**config.mk**
```make
export PLATFORM = sky130hd
export DESIGN_NAME = tlik_front
export DESIGN_NICKNAME = d
export VERILOG_FILES = /design/src/rtl/two_link_arm_inverse_kinematics_core_macros.svh /design/src/rtl/tlik_pkg.sv /design/src/rtl/tlik_front.sv
export SDC_FILE = /design/constraint.sdc
export NUM_CORES = 2
export LEC_CHECK = 0
export BUFFER_PORTS_ARGS = -buffer_cell sky130_fd_sc_hd__buf_4
export CAP_MARGIN = 20
export CORE_ASPECT_RATIO = 1.4
export CORE_MARGIN = 2
export CORE_UTILIZATION = 56
export DETAILED_ROUTE_END_ITERATION = 7
export PLACE_DENSITY = 0.8
export SYNTH_ARGS = -nofsm -noshare
export SYNTH_HDL_FRONTEND = slang
export SYNTH_SLANG_ARGS = --single-unit
```
**constraint.sdc**
```tcl
create_clock -name clk -period 15.8 [get_ports clk]
set_input_delay 3.16 -clock clk [delete_from_list [all_inputs] [get_ports clk]]
set_output_delay 3.16 -clock clk [all_outputs]
set_load 0.03 [all_outputs]
```
**src/rtl/two_link_arm_inverse_kinematics_core_macros.svh**
```systemverilog
// Assertion helpers for the top-level core file.
`ifndef TWO_LINK_ARM_INVERSE_KINEMATICS_CORE_MACROS_SVH
`define TWO_LINK_ARM_INVERSE_KINEMATICS_CORE_MACROS_SVH

// Same-cycle implication, checked outside reset.
`define TLIK_ASSERT_IMP(name, pre, post) \
  name: assert property (@(posedge clk) disable iff (!rst_n) (pre) |-> (post)) \
    else $error("tlik assertion failed");

// Next-cycle implication, checked outside reset.
`define TLIK_ASSERT_NEXT(name, pre, post) \
  name: assert property (@(posedge clk) disable iff (!rst_n) (pre) |=> (post)) \
    else $error("tlik assertion failed");

`endif

```
**src/rtl/tlik_pkg.sv**
```systemverilog
package tlik_pkg;

  // CORDIC depth, capped at the table length
  localparam int CORDIC_STAGES = 16;
  localparam int CORDIC_ITERS  = (CORDIC_STAGES < 32) ? CORDIC_STAGES : 32;

  // geometry constants (1/8 mm and 1/64 mm^2 units)
  localparam logic signed [13:0] A_OFS   = 14'sd48;
  localparam logic signed [13:0] B_OFS   = 14'sd224;
  localparam logic [22:0]        R_LIN   = 23'd5098752;
  localparam logic signed [63:0] R_CONST = 64'sd46905163776;
  localparam logic signed [33:0] K1      = 34'sd2160;
  localparam logic signed [33:0] K2      = 34'sd2352;
  localparam logic signed [33:0] X_OFS   = 34'sd216576;

  // pulse constants
  localparam logic [11:0]        PULSE_MIN  = 12'd600;
  localparam logic [11:0]        PULSE_MAX  = 12'd2400;
  localparam logic [11:0]        ORIGIN_RST = 12'd1500;
  localparam logic signed [47:0] PULSE_GAIN = 48'sd7200;
  localparam logic signed [47:0] T_LO       = 48'sd2576980377600;
  localparam logic signed [47:0] T_HI       = 48'sd10307921510400;
  localparam logic signed [47:0] T_HALF     = 48'sd2147483648;

  // register indexes
  localparam logic REG_J1 = 1'b0;
  localparam logic REG_J2 = 1'b1;

  // one word between front and back
  typedef struct packed {
    logic signed [15:0] a8;
    logic signed [15:0] b8;
    logic [30:0]        r;
    logic               reach;
    logic [42:0]        dval;
  } tlik_item_t;

  typedef struct packed {
    logic push;
    logic full;
  } tlik_qin_t;

  typedef struct packed {
    logic pop;
    logic empty;
  } tlik_qout_t;

  typedef enum logic [2:0] {
    BK_IDLE, BK_SQRT, BK_PREP, BK_ROT, BK_CORD, BK_MUL, BK_FIN
  } bk_state_t;

  // atan(2^-i) as binary angle, full turn = 2^32
  function automatic logic [31:0] atan_lut(input logic [4:0] i);
    logic [31:0] v;
    case (i)
      5'd0:  v = 32'h20000000;
      5'd1:  v = 32'h12E4051E;
      5'd2:  v = 32'h09FB385B;
      5'd3:  v = 32'h051111D4;
      5'd4:  v = 32'h028B0D43;
      5'd5:  v = 32'h0145D7E1;
      5'd6:  v = 32'h00A2F61E;
      5'd7:  v = 32'h00517C55;
      5'd8:  v = 32'h0028BE53;
      5'd9:  v = 32'h00145F2F;
      5'd10: v = 32'h000A2F98;
      5'd11: v = 32'h000517CC;
      5'd12: v = 32'h00028BE6;
      5'd13: v = 32'h000145F3;
      5'd14: v = 32'h0000A2FA;
      5'd15: v = 32'h0000517D;
      5'd16: v = 32'h000028BE;
      5'd17: v = 32'h0000145F;
      5'd18: v = 32'h00000A30;
      5'd19: v = 32'h00000518;
      5'd20: v = 32'h0000028C;
      5'd21: v = 32'h00000146;
      5'd22: v = 32'h000000A3;
      5'd23: v = 32'h00000051;
      5'd24: v = 32'h00000029;
      5'd25: v = 32'h00000014;
      5'd26: v = 32'h0000000A;
      5'd27: v = 32'h00000005;
      5'd28: v = 32'h00000003;
      5'd29: v = 32'h00000001;
      5'd30: v = 32'h00000001;
      default: v = 32'h00000000;
    endcase
    return v;
  endfunction

endpackage

```
**src/rtl/tlik_front.sv**
```systemverilog
module tlik_front import tlik_pkg::*; (
  input  logic               clk,
  input  logic               rst_n,
  input  logic               in_valid,
  output logic               in_stall,
  input  logic signed [12:0] in_target_distance,
  input  logic signed [12:0] in_target_height,
  output tlik_qin_t          qin,
  input  logic               q_full,
  output tlik_item_t         q_word
);

  logic v1_r, v2_r, v3_r, v4_r;
  logic adv;
  logic signed [15:0] a1_r, b1_r, a2_r, b2_r, a3_r, b3_r, a4_r, b4_r;
  logic signed [13:0] xm, ym;
  logic signed [16:0] a5, b5;
  logic signed [31:0] sqa, sqb;
  logic [29:0] sa2_r, sb2_r;
  logic [30:0] r3_r, r4_r;
  logic [61:0] rr4_r;
  logic [53:0] kr4_r;
  logic signed [63:0] d;

  // whole pipe freezes when the last stage cannot push
  assign in_stall = v4_r && q_full;
  assign adv      = !in_stall;

  // stage 1: offset and scale to 1/8 mm
  assign xm = 14'(in_target_distance) - A_OFS;
  assign ym = 14'(in_target_height) - B_OFS;
  assign a5 = (17'(xm) <<< 2) + 17'(xm);
  assign b5 = (17'(ym) <<< 2) + 17'(ym);

  // stage 2 squares
  assign sqa = 32'(a1_r) * 32'(a1_r);
  assign sqb = 32'(b1_r) * 32'(b1_r);

  // radicand, exact
  assign d = $signed(64'(kr4_r)) - $signed(64'(rr4_r)) - R_CONST;

  always_ff @(posedge clk) begin
    if (!rst_n) begin
      v1_r <= 1'b0;
      v2_r <= 1'b0;
      v3_r <= 1'b0;
      v4_r <= 1'b0;
    end else if (adv) begin
      v1_r <= in_valid;
      v2_r <= v1_r;
      v3_r <= v2_r;
      v4_r <= v3_r;
    end
  end

  // payload stages
  always_ff @(posedge clk) begin
    if (adv) begin
      a1_r  <= a5[15:0];
      b1_r  <= b5[15:0];
      a2_r  <= a1_r;
      b2_r  <= b1_r;
      sa2_r <= sqa[29:0];
      sb2_r <= sqb[29:0];
      a3_r  <= a2_r;
      b3_r  <= b2_r;
      r3_r  <= {1'b0, sa2_r} + {1'b0, sb2_r};
      a4_r  <= a3_r;
      b4_r  <= b3_r;
      r4_r  <= r3_r;
      rr4_r <= 62'(r3_r) * 62'(r3_r);
      kr4_r <= 54'(r3_r) * 54'(R_LIN);
    end
  end

  assign qin.push     = v4_r && !q_full;
  assign qin.full     = q_full;
  assign q_word.a8    = a4_r;
  assign q_word.b8    = b4_r;
  assign q_word.r     = r4_r;
  assign q_word.reach = !d[63];
  assign q_word.dval  = d[42:0];

endmodule

```
### Yosys cells after proc, flatten, opt, wreduce, memory -nomap -nowiden

Cells that the tools add are included.

| storage, ports and cells | value |
|---|---|
| input port bits | 30 |
| register bits after elaboration | 362 |
| output and inout bits | 110 |
| word-level logic and storage cells | 33 |

| operators by class | value |
|---|---|
| add/sub/neg operators | 7 |
| reductions and logical operators | 4 |
| multipliers | 4 |

Operator list:

| operator | number |
|---|---|
| $sub 63x37->64 const B | 1 |
| $sub 54x62->63 | 1 |
| $mul 31x31->62 | 1 |
| $mul 16x16->30 | 2 |
| $mul 31x15->46 const B | 1 |
| $add 16x14->16 | 2 |
| $add 30x30->31 | 1 |
| $sub 13x7->14 const B | 1 |
| $sub 13x9->14 const B | 1 |
| $logic_and 1x1->1 | 2 |
| $logic_not 1->1 | 2 |

### Logic depth before layout (Yosys ltp)

| logic depth | value |
|---|---|
| depth after elaboration | 3 |
| gate-level depth with buffers | 33 |

### Worst setup path before layout

Ideal clock, no wire load.

| timing | value |
|---|---|
| path type | input-to-output |
| from | input port q_full |
| to | output port in_stall |
| required time | 12,640 ps |
| stages | 2 |
| data arrival time | 12,722 ps |
| buffers on the path | 0 |
| path slack | -82 ps |
| cells stage by stage | nand2_1 > inv_1 |

| between the ends | value |
|---|---|
| longest elaborated chain between the ends | 1 |

RTL lines:

| item | line | text |
|---|---|---|
| start, declared | tlik_front.sv:9 | `input logic q_full,` |
| $logic_and 1x1->1 | tlik_front.sv:26 | `assign in_stall = v4_r && q_full;` |
| end, declared | tlik_front.sv:5 | `output logic in_stall,` |

Every way passes these cells.

### Final worst setup path

| timing | value |
|---|---|
| from | register r3_r[29] |
| to | register rr4_r[61], data pin |

| between the ends | value |
|---|---|
| longest elaborated chain between the ends | 1 |

RTL lines:

| item | line | text |
|---|---|---|
| start, declared | tlik_front.sv:20 | `logic [30:0] r3_r, r4_r;` |
| start signal, assigned | tlik_front.sv:67 | `r3_r <= {1'b0, sa2_r} + {1'b0, sb2_r};` |
| $mul 31x31->62 | tlik_front.sv:71 | `rr4_r <= 62'(r3_r) * 62'(r3_r);` |
| end signal, assigned | tlik_front.sv:71 |  |
| end, declared | tlik_front.sv:21 | `logic [61:0] rr4_r;` |

Every way passes these cells.
A chain may end at the register's enable or synchronous reset.

==> results by group <==
Synth
  • Warnings from Yosys: 0
  • Synth unique cells: 93
  • Post-synth EDFFs: 350
  • Ys flop type: edfxtp_1
  • Mapped Cells: just under 7000
  • Share of the yosys chip area belonging to registers: 0.152
  • Cell Area, Synth: 69600 um2
  • Async set-reset flop share out of synthesis: 0
  • Synthesis-stage register bit count: 354
  • Mean Syn Cell Area: 10.1 um2

STA
  • Fin Clk Skew: 0.0325 ns
  • Final worst-path setup slack: a little over 6 ns
  • Maximum clock frequency: between 0.1 and 0.15 GHz
  • Slew Limit Fails: 0
  • Max_slew headroom: 0.337
  • Final setup viols: 0
  • Final period utilization: 0.615
  • Setup tns final: 0 ns
  • RSZ-0062 raised after global routing: no
  • Final Hold Viols: 0
  • Worst-Margin Slew: 0.982 ns
  • Fin crit period: 9.71 ns
  • WHS: 0.411 ns

Critical path
  • Worst setup startpoint: r3_r[29]
  • Crit end category: register
  • Crit Reg-Reg Startpoint: r3_r[29]
  • Critical path class: reg -> reg
  • Critical path endpoint: rr4_r[61]
  • Data required time at the worst endpoint: ~16 ns
  • Crit path buffers/inverters: 6
  • Startpoint types: register
  • Worst R2R Setup Slack: ~6 ns
  • Crit path arrival time: just over 10 ns
  • Worst-path fanout max: 29
  • CP top delay family: adder cells
  • Worst R2R Path Depth: 28
  • Max incr delay on CP: around 0.75 ns
  • Slowest stage cell on the critical path: clkinv_1
  • Critical path depth: 28
  • Reg-to-reg endpoint: rr4_r[61]
  • Most frequent CP cell: fa_1

Cells and area
  • Most frequent cells in the layout: inv_1 (1909), fa_1 (1397), ha_1 (753)
  • Layout cells sized above 1: 0.0426
  • Commonest non-fill, non-tap cell in the layout: inv_1
  • Area Overhead vs Synth: 5.78%
  • Nets: 9168
  • Final Instance Count excl. Fillers: between 8000 and 9000

Global route
  • First-pass GRT wire length: 287000 um
  • Initial antenna violation count: 3
  • Largest net degree at the start of global routing: 107
  • Vias in the first global route: 54815
  • GRT overflow: 0
  • GR Util All Layers: 0.296

Floorplanning
  • DIE HEIGHT: 421 um
  • Core Rows: 153
  • # IOs: 140
  • Starting density of the core: 0.562
  • Core area: approximately 120000 um2
  • Die area: 127000 um2
  • Die width: 302 um

Route
  • DRC Markers: 0
  • Initial DRT Pass Iterations: 8
  • Routed len/inst: 20.9 um
  • Routed wire length: approximately 180000 um
  • Antenna Nets Post-Route: 0
  • Drt initial violations: roughly 2600
  • Via-to-Cell Ratio: 5.57
  • DR vias: around 48000

Place
  • Final HPWL DP: between 100000 and 150000 um
  • Routability cong.: 0.987
  • IO Port Bufs: 139
  • Placed cells: 8575
  • Pre-CTS setup slack: roughly 6.4 ns

Run status
  • Status: finished, final reports clean

Clock network
  • Sink Count: 354
  • Post-CTS sizing: 0
  • CTS Hold Bufs: 0
  • Root Buffer: clkbuf_16
  • CTS tree: yes
  • CTS buffer count: 38
  • Worst-path clk slew: 0.07 ns
  • Clock H-tree levels: 2
  • Clock Tree Buf Depth: 3
  • Post-CTS Setup Inserts: 0
  • Insertion delay of the later-clocked pin in the worst-skew pair: 0.65 ns

Worst hold path
  • Worst hold path type: reg -> reg

Run
  • Number of max-cap violations: 0
==> kinds of logic (layout without fill, tap and decap cells) <==
family,Yosys count,in the layout,synth area share
AO/OA/AOI/OAI,752,752,0.0708
XOR/XNOR,307,307,0.0387
adder cells (fa/ha/maj),2150,2150,0.537
buffers and inverters,2077,2165,0.112
flip-flops,354,354,0.152
multiplexers,14,14,0.00210
other,1,3,0.0000538
AND/OR/NAND/NOR,1274,1274,0.0871
==> worst reg2reg max path: cells and delay by family, from the launching register on <==
| kind | cells | cell delay [ns] |
|---|---|---|
| compound gates | 10 | 2.51 |
| xor+xnor | 1 | 0.10 |
| fa+ha+maj | 9 | 4.30 |
| buf+inv | 6 | 1.51 |
| flops | 1 | 0.33 |
| simple gates | 2 | 0.68 |
==> worst min path at each step <==
| stage | depth (start not counted) | slack [ns] | startpoint | endpoint |
|---|---|---|---|---|
| after floorplan | 0 | 0.40 | a2_r[10] | a3_r[10] |
| after global placement | 0 | 0.40 | b2_r[2] | b3_r[2] |
| after detailed placement | 0 | 0.40 | a2_r[2] | a3_r[2] |
| after CTS | 0 | 0.41 | a3_r[5] | a4_r[5] |
| after global routing | 0 | 0.42 | a2_r[12] | a3_r[12] |
| final | 0 | 0.41 | a3_r[5] | a4_r[5] |
==> layout make-up <==
cell class / instances / area (um2)
timing repair buffer: 177 / 1330
inverter: 1918 / 7200
sequential: 354 / 10600
fill: 10154 / 50200
multi-input combinational: 4499 / 51300
antenna: 1 / 2.50
tap: 1627 / 2040
clock inverter: 25 / 272
clock buffer: 45 / 977
==> state kept, by name, indices dropped and copies added (netlist names), 16 cells and up <==
signal	cells
a4_r	16
b4_r	16
rr4_r	60
a3_r	16
r4_r	31
r3_r	31
b1_r	16
sa2_r	28
b3_r	16
a2_r	16
kr4_r	44
sb2_r	28
a1_r	16
b2_r	16
==> routing by layer <==
metal  vias to the layer above  track usage  wire length (um)
li1                      21321            -                 -
met1                     24257        0.301             58500
met2                      1779        0.529             92900
met3                       804       0.0518             11400
met4                         6        0.240             18000
met5                         -      0.00346                85
==> Yosys cell counts (24+ instances only) <==
cell,number,share of area
and3_1,24,0.0022
a21oi_1,233,0.017
edfxtp_1,350,0.15
and2_1,225,0.020
xor2_1,97,0.012
a21o_1,107,0.012
o21ai_0,128,0.0092
nor2b_1,38,0.0034
nor3_1,36,0.0026
ha_1,753,0.14
nor2_1,252,0.014
xnor2_1,209,0.026
fa_1,1397,0.40
clkbuf_1,149,0.0080
o21a_1,29,0.0031
nand3_1,52,0.0037
nand4_1,31,0.0028
nand2_1,490,0.026
o21bai_1,39,0.0042
inv_1,1909,0.10
nand2b_1,49,0.0044
a211oi_1,31,0.0033
==> per-stage QoR <==
stage | util | instance area (um2)
finish | 0.595 | 73700
global route | 0.595 | 73700
CTS | 0.595 | 73700
detailed placement | 0.585 | 72400
global placement | 0.585 | 72400
floorplan | - | 69700
Power is left out: the tool's default activity adds up to more than one toggle a clock period on the data nets, which glitch-free logic cannot reach.
